--- src/sym2x2_inverse_sqrt_normalized_macros.svh ---
// assertion macros for the normalized inverse square root block
`ifndef SYM2X2_INVERSE_SQRT_NORMALIZED_MACROS_SVH
`define SYM2X2_INVERSE_SQRT_NORMALIZED_MACROS_SVH

// implication checked on every clock edge outside reset
`define S2ISN_ASSERT_IMP(lbl, ante, cons) \
  lbl: assert property (@(posedge clk_i) disable iff (!rst_ni) (ante) |-> (cons)) \
    else $error("implication check failed");

// condition that must never hold outside reset
`define S2ISN_ASSERT_NEVER(lbl, cond) \
  lbl: assert property (@(posedge clk_i) disable iff (!rst_ni) !(cond)) \
    else $error("forbidden condition seen");

`endif

--- src/s2isn_pkg.sv ---
// shared constants and cell payload types for the inverse square root pipeline
`default_nettype none
package s2isn_pkg;

  localparam int OutFrac  = 24;
  localparam int RootW    = 32;
  localparam int RadW     = 2 * RootW;
  localparam int QuoW     = 32;
  localparam int NumW     = 34;
  localparam int DividW   = NumW + OutFrac + 1;
  localparam int DenW     = 33;
  localparam int NumDiv   = 5;

  typedef struct packed {
    logic [RadW-1:0]  val;
    logic [RootW+1:0] rem;
    logic [RootW-1:0] root;
  } sqrt_t;

  typedef struct packed {
    logic [QuoW-1:0] num;
    logic [DenW-1:0] rem;
    logic [QuoW-1:0] quo;
    logic [DenW-1:0] den;
  } div_t;

endpackage
`default_nettype wire

--- src/s2isn_sqrt_cell.sv ---
// one digit step of the integer square root chain
`default_nettype none
module s2isn_sqrt_cell (
  input  logic              clk_i,
  input  logic              en_i,
  input  s2isn_pkg::sqrt_t  d_i,
  output s2isn_pkg::sqrt_t  q_o
);
  import s2isn_pkg::*;

  sqrt_t st_q, st_d;
  logic [RootW+3:0] rem_w, trial_w, diff_w;

  always_comb begin
    rem_w   = {d_i.rem, d_i.val[RadW-1 -: 2]};
    trial_w = {2'b00, d_i.root, 2'b01};
    diff_w  = rem_w - trial_w;
    st_d.val = {d_i.val[RadW-3:0], 2'b00};
    if (rem_w >= trial_w) begin
      st_d.rem  = diff_w[RootW+1:0];
      st_d.root = {d_i.root[RootW-2:0], 1'b1};
    end else begin
      st_d.rem  = rem_w[RootW+1:0];
      st_d.root = {d_i.root[RootW-2:0], 1'b0};
    end
  end

  always_ff @(posedge clk_i) begin
    if (en_i) begin
      st_q <= st_d;
    end
  end

  assign q_o = st_q;
endmodule
`default_nettype wire

--- config.mk ---
export PLATFORM = sky130hd
export DESIGN_NAME = s2isn_sqrt_cell
export DESIGN_NICKNAME = d
export VERILOG_FILES = /design/src/sym2x2_inverse_sqrt_normalized_macros.svh /design/src/s2isn_pkg.sv /design/src/s2isn_sqrt_cell.sv
export SDC_FILE = /design/constraint.sdc
export NUM_CORES = 1
export LEC_CHECK = 0
export BUFFER_PORTS_ARGS = -buffer_cell sky130_fd_sc_hd__buf_2
export CAP_MARGIN = 20
export CORE_MARGIN = 2
export CORE_UTILIZATION = 49
export DETAILED_ROUTE_END_ITERATION = 10
export HOLD_SLACK_MARGIN = 0.03
export PLACE_DENSITY = 0.79
export SYNTH_ARGS = -nofsm -noshare
export SYNTH_HDL_FRONTEND = slang
export SYNTH_SLANG_ARGS = --single-unit
--- constraint.sdc ---
create_clock -name clk_i -period 3.4 [get_ports clk_i]
set_input_delay 0.34 -clock clk_i [delete_from_list [all_inputs] [get_ports clk_i]]
set_output_delay 0.34 -clock clk_i [all_outputs]
set_load 0.01 [all_outputs]
==> run summary <==
Status - finished clean
Synthesized area per cell - 12.46 µm²
FFs w/ async S/R, synth - 0%
Clock Path Buffers - 2
Critical Path Start Type - input pin
CTS root buffer - clkbuf_16
Primary FF master, synth - edfxtp_1
Global route total overflow - 0
Synth unique cells - 62
Port bufs - 259
GRT Overall Usage - 24.10%
CP Max Fanout - 13
Die X - 117.5 µm
Die height - 117.5 µm
Remaining antenna violation count - 0
Mean routed wirelength per cell - 17.38 µm
TritonCTS clock tree - yes
Via count - 5028
Post-DP HPWL - 12.60 mm
Htree depth - 4
WL final - 16.67 mm
Worst-path cell chain - buf_2 -> inv_1 -> ha_1 -> a21o_1 -> a221oi_1 -> o31a_1 -> o221ai_1 -> a211oi_1 -> o21a_2 -> clkinv_2 -> mux2_4
DRC viols - 0
Initial antenna violation count - 1
Critical Path AT - 2.76 ns
I/O Pins - 262
Vias in the first global route - 4986
Fin nets - 941
Register area share after synthesis - 60.87%
Core area - 12620 µm²
CTS-repair resized insts - 0
CTS clk-pin slew, worst paths - 0.06 ns
FF+latch count, synth - 128
Post-synth EDFFs - 128
Final setup fails - 0
Crit path max-delay family - compound AO/OA/AOI/OAI gates
Critical-path top delay cell - ha_1
Max IR drop VDD - 239.1 µV
Max-cap violations - 0
Post-layout min period - 2.593 ns
Critical path required time - 3.57 ns
CP bufs+invs - 3
Final core utilization - 66.50%
RSZ-0062 raised after global routing - no
Relative slew slack - 65.21%
Postcts setup bufs - 0
Post-Syn Area - 6315 µm²
CTS Buf Count - 17
Period utilization - 76.27%
Syn Inst Count - 507
Largest net degree at the start of global routing - 63
Area Overhead vs Synth - 32.89%
Routability cong. - 0.8971
Worst-Margin Slew - 0.5162 ns
Power density of the placed cells - 552.9 nW/µm²
Hold Path Sink - q_o[98]
Final setup TNS - 0 ns
Die area - 13810 µm²
Crit Path Category - in2reg
Crit end category - register
First-pass GRT wire length - 25.69 mm
Leakage - 3.759 nW
Drt pass-1 iters - 4
Row count - 41
Sinks on Clock Net - 128
Total of warnings raised by yosys - 0
Avg Vias per Cell - 5.243
Final hold vios - 0
Hold Crit Class - in2reg
Max FFs per register - 128
Min-delay src - d_i[96]
ANT cells - 0
Hold path depth - 1
Final slew viol count - 0
Post-cts hold buffer count - 0
Share of layout cells above drive strength 1 - 40.15%
Detailed Route Iter0 Violations - 336
Initial Utilization - 50.04%
Max Fclk - 0.3856 GHz
Crit path largest cell delay - 0.38 ns
## cells in the final DEF (no fill, tap or decap), drive strengths merged, types with 4 or more instances in the layout
cell / netlist / final
o31ai: 5 / 5
nand3: 6 / 6
ha: 34 / 34
nand2b: 5 / 5
o21ai: 46 / 46
nand2: 58 / 58
nand4: 7 / 7
mux2i: 4 / 4
edfxtp: 128 / 128
buf: 9 / 264
a21oi: 28 / 28
nor3: 10 / 10
a31oi: 5 / 5
xor2: 13 / 13
xnor2: 14 / 14
nor2: 18 / 18
a21o: 20 / 20
inv: 42 / 44
and3: 5 / 5
clkinv: 1 / 7
and2: 5 / 5
clkbuf: 7 / 17
## area by class of cell
cell class                      instances  area [µm²]
Clock buffer                           17       425.4
Clock inverter                         14       165.2
Fill cell                             979        4228
Inverter                               43       162.7
Multi-Input combinational cell        321        2218
Sequential cell                       128        3844
Tap cell                              172       215.2
Timing Repair Buffer                  264        1361
## metal layers
layer	global-route usage, %	vias to the layer above	routed length, µm
met5	0	-	0
met4	9.413	0	472
met3	8.043	35	1166
met2	42.25	229	8578
met1	27.20	2359	6453
li1	-	2405	-
## cells in the mapped netlist, drive strengths merged (6+ instances only)
cell / instances / area share, %
edfxtp: 128 / 61
nor2: 18 / 1.1
nand3: 6 / 0.48
a21o: 20 / 2.4
clkbuf: 7 / 0.61
nand4: 7 / 0.79
a21oi: 28 / 2.2
ha: 34 / 6.7
buf: 9 / 0.89
inv: 42 / 2.5
xor2: 13 / 1.8
xnor2: 14 / 1.9
o21ai: 46 / 3.7
nand2: 58 / 3.4
nor3: 10 / 0.79
## metrics by stage
stage          instance area, µm²  setup WS [ns]  total power, mW  hold slack, ns  cells
2_1_floorplan                6319         0.8012            2.482          0.4389    508
3_3_place_gp                 7801         0.4351            2.825          0.5174    928
3_5_place_dp                 7801         0.4035            2.847          0.5181    928
4_1_cts                      8392         0.8199            4.668         0.07779    959
5_1_grt                      8392         0.5855            4.833         0.07462    959
6_report                     8392         0.8067            4.640         0.09057    959
## cell families (layout without fill, tap and decap cells)
| logic type | count (synthesis) | after routing | share of synthesized area [%] |
|---|---|---|---|
| multiplexers | 5 | 5 | 0.8718 |
| AND/OR/NAND/NOR | 120 | 120 | 8.877 |
| XOR/XNOR | 27 | 27 | 3.745 |
| flip-flops | 128 | 128 | 60.87 |
| AO/OA/AOI/OAI | 133 | 133 | 14.76 |
| adder cells (fa/ha/maj) | 34 | 34 | 6.737 |
| buffers and inverters | 59 | 338 | 4.081 |
| other | 1 | 2 | 0.05938 |
## worst max-delay path by stage
stage / startpoint / endpoint / slack, ns / depth (start not counted)
after floorplan: d_i[9] / q_o[59] / 0.80 / 10
after global placement: d_i[3] / q_o[58] / 0.44 / 11
after detailed placement: d_i[15] / q_o[36] / 0.40 / 11
after CTS: d_i[15] / q_o[59] / 0.82 / 11
after global routing: d_i[15] / q_o[35] / 0.59 / 11
final: d_i[15] / q_o[59] / 0.81 / 11
## where the power goes
group	leakage, nW	total, mW	switching, mW	internal, mW
clock network	0.281	1.82	0.672	1.14
registers	1.25	1.97	0.0406	1.93
logic	2.23	0.850	0.495	0.355
No activity file was read; power rests on OpenSTA's default activity.
