`config.mk`:
```
export PLATFORM = sky130hd
export DESIGN_NAME = s2isn_div_cell
export DESIGN_NICKNAME = d
export VERILOG_FILES = /design/src/sym2x2_inverse_sqrt_normalized_macros.svh /design/src/s2isn_pkg.sv /design/src/s2isn_div_cell.sv
export SDC_FILE = /design/constraint.sdc
export NUM_CORES = 1
export LEC_CHECK = 0
export BUFFER_PORTS_ARGS = -buffer_cell sky130_fd_sc_hd__clkbuf_2
export CAP_MARGIN = 20
export CORE_MARGIN = 2
export CORE_UTILIZATION = 45
export DETAILED_ROUTE_END_ITERATION = 10
export PLACE_DENSITY_LB_ADDON = 0.25
export RECOVER_POWER = 25
export SETUP_SLACK_MARGIN = 0.02
export SLEW_MARGIN = 15
export SYNTH_ARGS = -nofsm -noshare
export SYNTH_HDL_FRONTEND = slang
export SYNTH_SLANG_ARGS = --single-unit
export TNS_END_PERCENT = 10
```
`constraint.sdc`:
```
create_clock -name clk_i -period 3 [get_ports clk_i]
set_clock_uncertainty 0.15 [all_clocks]
set_input_delay 0 -clock clk_i [delete_from_list [all_inputs] [get_ports clk_i]]
set_output_delay 0 -clock clk_i [all_outputs]
set_load 0.01 [all_outputs]
```
`src/sym2x2_inverse_sqrt_normalized_macros.svh`:
```
// assertion macros for the normalized inverse square root block
`ifndef SYM2X2_INVERSE_SQRT_NORMALIZED_MACROS_SVH
`define SYM2X2_INVERSE_SQRT_NORMALIZED_MACROS_SVH

// implication checked on every clock edge outside reset
`define S2ISN_ASSERT_IMP(lbl, ante, cons) \
  lbl: assert property (@(posedge clk_i) disable iff (!rst_ni) (ante) |-> (cons)) \
    else $error("implication check failed");

// condition that must never hold outside reset
`define S2ISN_ASSERT_NEVER(lbl, cond) \
  lbl: assert property (@(posedge clk_i) disable iff (!rst_ni) !(cond)) \
    else $error("forbidden condition seen");

`endif

```
`src/s2isn_pkg.sv`:
```
// shared constants and cell payload types for the inverse square root pipeline
`default_nettype none
package s2isn_pkg;

  localparam int OutFrac  = 24;
  localparam int RootW    = 32;
  localparam int RadW     = 2 * RootW;
  localparam int QuoW     = 32;
  localparam int NumW     = 34;
  localparam int DividW   = NumW + OutFrac + 1;
  localparam int DenW     = 33;
  localparam int NumDiv   = 5;

  typedef struct packed {
    logic [RadW-1:0]  val;
    logic [RootW+1:0] rem;
    logic [RootW-1:0] root;
  } sqrt_t;

  typedef struct packed {
    logic [QuoW-1:0] num;
    logic [DenW-1:0] rem;
    logic [QuoW-1:0] quo;
    logic [DenW-1:0] den;
  } div_t;

endpackage
`default_nettype wire

```
`src/s2isn_div_cell.sv`:
```
// one quotient bit of the restoring divider chain
`default_nettype none
module s2isn_div_cell (
  input  logic             clk_i,
  input  logic             en_i,
  input  s2isn_pkg::div_t  d_i,
  output s2isn_pkg::div_t  q_o
);
  import s2isn_pkg::*;

  div_t st_q, st_d;
  logic [DenW:0] rem_w, diff_w;

  always_comb begin
    rem_w  = {d_i.rem, d_i.num[QuoW-1]};
    diff_w = rem_w - {1'b0, d_i.den};
    st_d.num = {d_i.num[QuoW-2:0], 1'b0};
    st_d.den = d_i.den;
    if (rem_w >= {1'b0, d_i.den}) begin
      st_d.rem = diff_w[DenW-1:0];
      st_d.quo = {d_i.quo[QuoW-2:0], 1'b1};
    end else begin
      st_d.rem = rem_w[DenW-1:0];
      st_d.quo = {d_i.quo[QuoW-2:0], 1'b0};
    end
  end

  always_ff @(posedge clk_i) begin
    if (en_i) begin
      st_q <= st_d;
    end
  end

  assign q_o = st_q;
endmodule
`default_nettype wire

```
==> key figures, run 1 <==
Status
  – Status: finished with violations
  – Failing checks: hold timing

Floorplanning
  – Initial core utilization: 46.2%
  – IO Pins: 262
  – Core area: 0.0139 mm2
  – Die Span X: 123 um
  – Die area: 0.0152 mm2
  – Die Ht: 123 um
  – Row count: 43

Pwr
  – Peak supply drop: 0.000318 V
  – Pleak: 4.27 nW
  – Power Dens Cells: 568 mW/mm2

STA
  – Setup violation total in the final timing report: 0
  – Min Hold Slack: -0.252 ns
  – Pins over their slew limit: 0
  – RSZ-0062 raised after global routing: yes
  – Max transition margin: 63.8%
  – Period minus WS final: 2.86 ns
  – Actual slew at the worst max-slew pin: 0.543 ns
  – Max Clk Rate: 350 MHz
  – Final hold vios: 1
  – Final Cycle Share: 95.3%

Yosys
  – Cell count after synthesis: 497
  – Synth warn: 0
  – Predominant post-synthesis flop cell: edfxtp_1
  – Ys async rst share: 0%
  – Syn Area/Cell: 12.9 um2
  – #FFs+latches synth: 129
  – Mapped cell area: 0.00641 mm2
  – Synth top area share: 60.4%
  – Sequential-to-total area share from yosys stat: 60.4%
  – Dominant cell type by area after synthesis: edfxtp_1
  – EDFF count, synth: 129
  – Syn nets: 663
  – Yosys cell types: 61
  – Largest cells by area after synthesis: edfxtp_1, ha_1, o21ai_2

Cells and area
  – FILL cells: 1028
  – Commonest non-fill, non-tap cell in the layout: clkbuf_2
  – Layout Utilization: 70.4%
  – Final #Nets: 1060
  – Share of layout cells above drive strength 1: 34.6%
  – Most frequent cells in the layout: clkbuf_2, dlygate4sd3_1, edfxtp_1
  – P&R area growth vs syn: 52.4%
  – Number of flip-flops in the largest register: 129

GRT
  – Number of global-route vias before repair: 5411
  – First-pass GRT wire length: 27400 um
  – Initial antenna violation count: 1
  – Gr usage total: 24.1%
  – Total gr overflow: 0
  – Largest net degree at the start of global routing: 76

Clock tree
  – Num CTS Buffers: 17
  – Postcts setup bufs: 0
  – CTS Root Cell: clkbuf_16
  – CTS Buffer Depth: 2
  – Clk slew on worst S/H paths: 0.06 ns
  – CTS tree: done
  – CTS H-tree depth: 4
  – Clock sinks: 129
  – Hold_buf cts: 129

Flow run
  – Max_cap viols: 0

Placement
  – # port buffers: 259
  – DP HPWL: 12800 um
  – Gpl congestion: 0.851

Critical path
  – Req. time, crit path: 3.01 ns
  – Nature of the critical path endpoint: register
  – Critical path class: in -> reg
  – Highest net fanout along the worst path: 12
  – Startpoint type of the worst setup path: input port
  – Arrival time at the worst endpoint: 2.87 ns

Routing
  – Vias per inst: 5.01
  – First DRT Iteration DRCs: 336
  – Via count: 5446
  – Final WL: 18600 um
  – Avg WL per Cell: 17.1 um
  – Number of remaining DRC errors: 0
  – First-pass iteration count of the detailed router: 5
  – Routed Antenna Nets: 0

Worst hold path
  – Worst min path class: in -> reg
  – Hold Crit Depth: 3
==> logic make-up (layout without fill, tap and decap cells) <==
kind of cell,Yosys count,in the layout,share of synthesized area [%]
multiplexers,1,1,0.234
adder cells (fa/ha/maj),34,34,6.75
flip-flops,129,129,60.4
buffers and inverters,63,473,5.01
AND/OR/NAND/NOR,105,105,8.08
AO/OA/AOI/OAI,136,136,15.6
other,1,2,0.0585
XOR/XNOR,28,28,3.82
==> cell type report <==
class / count / area [um2] / share of cell area [%]
antenna: 1 / 2.50 / 0.0256
timing repair buffer: 396 / 2650 / 27.1
clock buffer: 18 / 429 / 4.39
sequential: 129 / 3870 / 39.6
multi-input combinational: 305 / 2240 / 22.9
inverter: 45 / 169 / 1.73
clock inverter: 14 / 179 / 1.83
tap: 180 / 225 / 2.30
==> where the power goes <==
group	leakage, nW	switching (W)	internal (W)
registers	1.26	0.0000579	0.00220
clock network	0.288	0.000817	0.00132
logic	2.72	0.000626	0.000526
==> critical path, stage by stage <==
cell and delay (ns):
dlygate4sd3_1 0.52, clkbuf_2 0.11, ha_1 0.16, inv_1 0.06, fa_1 0.40, a21o_1 0.23, a221oi_4 0.29, o21ai_2 0.12
a21boi_2 0.20, o31ai_2 0.14, a21oi_4 0.28, buf_4 0.28, o21ai_1 0.09
==> final timing paths <==
kind,from,end,slack [ns]
max,d_i[0],q_o[68],0.14
min,d_i[129],q_o[65],-0.25
==> synthesized netlist by cell type, types with 2 or more instances <==
cell and number:
buf_2 6, nand2_1 42, o21bai_1 6, buf_6 5
and3_2 2, o21ai_2 20, edfxtp_1 129, nand3_1 6
and3_1 7, xor2_1 13, o21a_1 4, o31ai_2 2
nor2b_1 3, a31oi_1 3, buf_4 2, buf_12 2
a211oi_1 2, xnor2_1 15, nand4_1 5, o31ai_1 4
nand2_2 10, o21ai_1 13, nor3_1 4, a21o_1 12
inv_1 44, or3_1 2, clkbuf_1 3, nor4_1 3
a21oi_1 32, nor2_1 14, nand2b_1 4, o211ai_1 3
ha_1 33, a211o_1 2, o21ai_0 14
==> layer usage <==
layer / vias to the layer above / wire, um / global-route usage [%]
met2: 208 / 9780 / 44.7
met3: 30 / 1120 / 5.54
met5: - / 0 / 0
met4: 0 / 459 / 9.45
met1: 2563 / 7270 / 26.5
li1: 2645 / - / -
==> per-stage QoR <==
stage / instance area, um2 / setup WS, ns / setup TNS (ns) / cells / total power [W]
5_1_grt: 9770 / -0.0240 / -0.0240 / 1088 / 0.00577
3_3_place_gp: 7890 / 0.142 / 0 / 926 / 0.00327
4_1_cts: 9780 / 0.0603 / 0 / 1087 / 0.00556
2_1_floorplan: 6410 / 0.411 / 0 / 497 / 0.00287
6_report: 9770 / 0.142 / 0 / 1088 / 0.00555
3_5_place_dp: 7890 / 0.123 / 0 / 926 / 0.00330
==> repair_timing <==
| action | 4_1_cts | 5_1_grt |
|---|---|---|
| resized for setup | 0 | 4 |
| hold endpoints to repair | 182 | 1 |
| endpoints found under the setup margin | 0 | 33 |
Note: power is estimated with default switching activity, not from simulation.
==> run 2: changes to the inputs <==
--- a/config.mk
+++ b/config.mk
@@ -5,6 +5,7 @@
 export SDC_FILE = /design/constraint.sdc
 export NUM_CORES = 1
 export LEC_CHECK = 0
+export ABC_AREA = 1
 export BUFFER_PORTS_ARGS = -buffer_cell sky130_fd_sc_hd__clkbuf_2
 export CAP_MARGIN = 20
 export CORE_MARGIN = 2
==> key figures, run 2 <==
Yosys
  – Sequential-to-total area share from yosys stat: 53.8% (-6.6 points)
  – Ys async rst share: 0% (unchanged)
  – Most frequent cell after synthesis: nand2_1
  – Largest cells by area after synthesis: edfxtp_1, nand2_1, inv_1
  – Synth top area share: 53.8% (-6.6 points)
  – EDFF count, synth: 129 (unchanged)
  – Post-synth top cells: nand2_1, inv_1, edfxtp_1
  – Mapped cell area: 0.00720 mm2 (+12%)
  – Synth warn: 0 (unchanged)
  – #FFs+latches synth: 129 (unchanged)
  – Dominant cell type by area after synthesis: edfxtp_1
  – Predominant post-synthesis flop cell: edfxtp_1
  – Yosys cell types: 31 (-49%)
  – Syn Area/Cell: 8.89 um2 (-31%)
  – Syn nets: 976 (+47%)
  – Cell count after synthesis: 810 (+63%)

Placement
  – DP HPWL: 15000 um (+17%)
  – # port buffers: 259 (unchanged)
  – Gpl congestion: 0.861 (+1.2%)
  – Dpl cells: 1278 (+38%)
  – Placed cell area: 0.00873 mm2 (+11%)

Clock tree
  – Clk slew on worst S/H paths: 0.06 ns (about the same)
  – CTS tree: done
  – Num CTS Buffers: 17 (unchanged)
  – CTS Buffer Depth: 2 (unchanged)
  – Clock sinks: 129 (unchanged)
  – Post-CTS sizing: 0 (unchanged)
  – CTS Root Cell: clkbuf_16
  – CTS H-tree depth: 4 (unchanged)

Pwr
  – Peak supply drop: 0.000397 V (+25%)
  – Power Dens Cells: 538 mW/mm2 (-5.3%)
  – Pleak: 5.39 nW (+26%)

Cells and area
  – Layout Utilization: 67.4% (-3.0 points)
  – Share of layout cells above drive strength 1: 24.9% (-9.7 points)
  – Commonest non-fill, non-tap cell in the layout: nand2_1
  – Fin area: 0.0106 mm2 (+8.8%)
  – FILL cells: 1362 (+32%)
  – Number of flip-flops in the largest register: 129 (unchanged)
  – Most frequent cells in the layout: nand2_1, clkbuf_2, inv_1
  – Non-filler cells in the finished layout: 1442 (+33%)
  – P&R area growth vs syn: 47.7%
  – Final #Nets: 1378 (+30%)

Routing
  – First DRT Iteration DRCs: 359 (+6.8%)
  – Final WL: 22400 um (+20%)
  – Via count: 6679 (+23%)
  – Routed Antenna Nets: 0 (unchanged)
  – First-pass iteration count of the detailed router: 5 (unchanged)
  – Avg WL per Cell: 15.5 um (-9.4%)
  – Vias per inst: 4.63 (-7.5%)
  – Number of remaining DRC errors: 0 (unchanged)

Critical path
  – Startpoint type of the worst setup path: input port
  – Highest net fanout along the worst path: 16 (+4)
  – Critical path class: in -> reg
  – Critical path's slowest cell: nor2_2
  – Nature of the critical path endpoint: register
  – Req. time, crit path: 3.14 ns (+0.13 ns)
  – Arrival time at the worst endpoint: 2.81 ns (-0.06 ns)
  – CP max stage delay: 0.80 ns (+0.28 ns)
  – Most used cell, CP: nand2_1
  – Critical-path cell list: dlygate4sd3_1 -> clkbuf_1 -> inv_1 -> ha_1 -> nand2_1 -> inv_1 -> nand2_1 -> inv_1 -> nand2_1 -> nor2_1 -> nand2_1 -> nand2_2 -> nor2_2 -> nand3_1 -> nand2_1

Floorplanning
  – Die area: 0.0170 mm2 (+12%)
  – IO Pins: 262 (unchanged)
  – Die Span X: 130 um (+5.8%)
  – Initial core utilization: 45.7% (-0.54 points)
  – Row count: 46 (+7.0%)
  – Die Ht: 130 um (+5.8%)
  – Core area: 0.0158 mm2 (+14%)

GRT
  – Most Used Layer, Global Route: met2
  – Initial antenna violation count: 1 (unchanged)
  – Total gr overflow: 0 (unchanged)
  – M3 GR Usage: 4.64% (-0.89 points)
  – Largest net degree at the start of global routing: 65 (-14%)
  – Number of global-route vias before repair: 6446 (+19%)
  – Gr usage total: 25.8% (+1.7 points)
  – First-pass GRT wire length: 33200 um (+21%)
  – Met1 global-route usage: 32.1% (+5.6 points)
  – Met2 Track Usage GR: 44.3% (-0.44 points)

STA
  – Sum Neg Setup Slack: 0 ns (unchanged)
  – Final hold vios: 0 (-1)
  – RSZ-0062 raised after global routing: no
  – Setup violation total in the final timing report: 0 (unchanged)
  – Actual slew at the worst max-slew pin: 1.01 ns (+0.469 ns)
  – Max transition margin: 32.4% (-31 points)
  – Pins over their slew limit: 0 (unchanged)
  – Period minus WS final: 2.67 ns (-0.186 ns)
  – Max Clk Rate: 374 MHz (+6.9%)
  – Final Cycle Share: 89.1% (-6.2 points)

Flow run
  – Max_cap viols: 0 (unchanged)

Worst hold path
  – Hold Crit Depth: 2 (-1)
  – Worst min path class: in -> reg

Status
  – Status: finished clean
[run 2: changes by cell type after synthesis, sizes merged, moves of 8 or more]
| cell | before | now |
|---|---|---|
| nand3b | 0 | 10 |
| nand2 | 52 | 297 |
| nor2 | 14 | 41 |
| inv | 45 | 160 |
| xnor2 | 15 | 1 |
| o21ai | 48 | 1 |
| nand3 | 6 | 69 |
| and3 | 9 | 1 |
| a21oi | 34 | 21 |
| a21o | 12 | 2 |
[run 2: power by group]
part	leakage [nW]	total [W]	switching, W	internal, W
Clock	0.303	0.00226	0.000857	0.00141
Sequential	1.26	0.00225	0.0000514	0.00220
Combinational	3.82	0.00120	0.000707	0.000497
[run 2: critical path, delay by kind of cell]
| kind | cells | cell delay (ns) |
|---|---|---|
| fa+ha+maj | 1 | 0.35 |
| buf+inv | 5 | 0.91 |
| simple gates | 9 | 1.56 |
[run 2: kinds of logic (layout without fill, tap and decap cells)]
group / after synthesis / after routing / synth area share, %
flip-flops: 129 / 129 / 53.8
AND/OR/NAND/NOR: 438 / 439 / 27.2
AO/OA/AOI/OAI: 24 / 24 / 1.74
XOR/XNOR: 14 / 14 / 1.70
buffers and inverters: 170 / 584 / 9.45
adder cells (fa/ha/maj): 34 / 34 / 6.01
other: 1 / 2 / 0.0521
[run 2: layout make-up]
cell class / instances / area [um2] / share of cell area, %
inverters: 160 / 601 / 5.65
flip-flops and latches: 129 / 3870 / 36.4
clock buffers: 18 / 429 / 4.04
multi-input cells: 512 / 2650 / 24.9
repair buffers: 392 / 2600 / 24.5
diodes: 1 / 2.50 / 0.0235
well taps: 216 / 270 / 2.54
clock inverters: 14 / 204 / 1.92
[run 2: path summary, 6_finish.rpt]
path / from / endpoint / slack [ns]
worst max-delay path: d_i[14] / q_o[87] / 0.33
worst min-delay path: d_i[46] / q_o[47] / 0.13
[run 2: metrics by stage]
| stage | hold slack, ns | worst slack (ns) | power, W |
|---|---|---|---|
| floorplan | -0.0511 | 1.21 | 0.00290 |
| global placement | 0.0270 | 0.143 | 0.00332 |
| detailed placement | 0.0286 | 0.124 | 0.00333 |
| CTS | 0.112 | 0.0245 | 0.00572 |
| global route | 0.136 | 0.157 | 0.00597 |
| finish | 0.133 | 0.328 | 0.00572 |
[run 2: what timing repair did]
| item | CTS | global route |
|---|---|---|
| setup endpoints to repair | 0 | 34 |
| buffers inserted | 0 | 1 |
| hold buffers | 129 | 0 |
| endpoints found under the hold margin | 190 | 0 |
[run 2: layer usage]
layer | vias up | wire length [um] | share of wire (%)
li1 | 3381 | - | -
met1 | 3027 | 9600 | 43
met2 | 231 | 10800 | 48
met3 | 40 | 1320 | 5.9
met4 | 0 | 671 | 3.0
met5 | - | 0 | 0
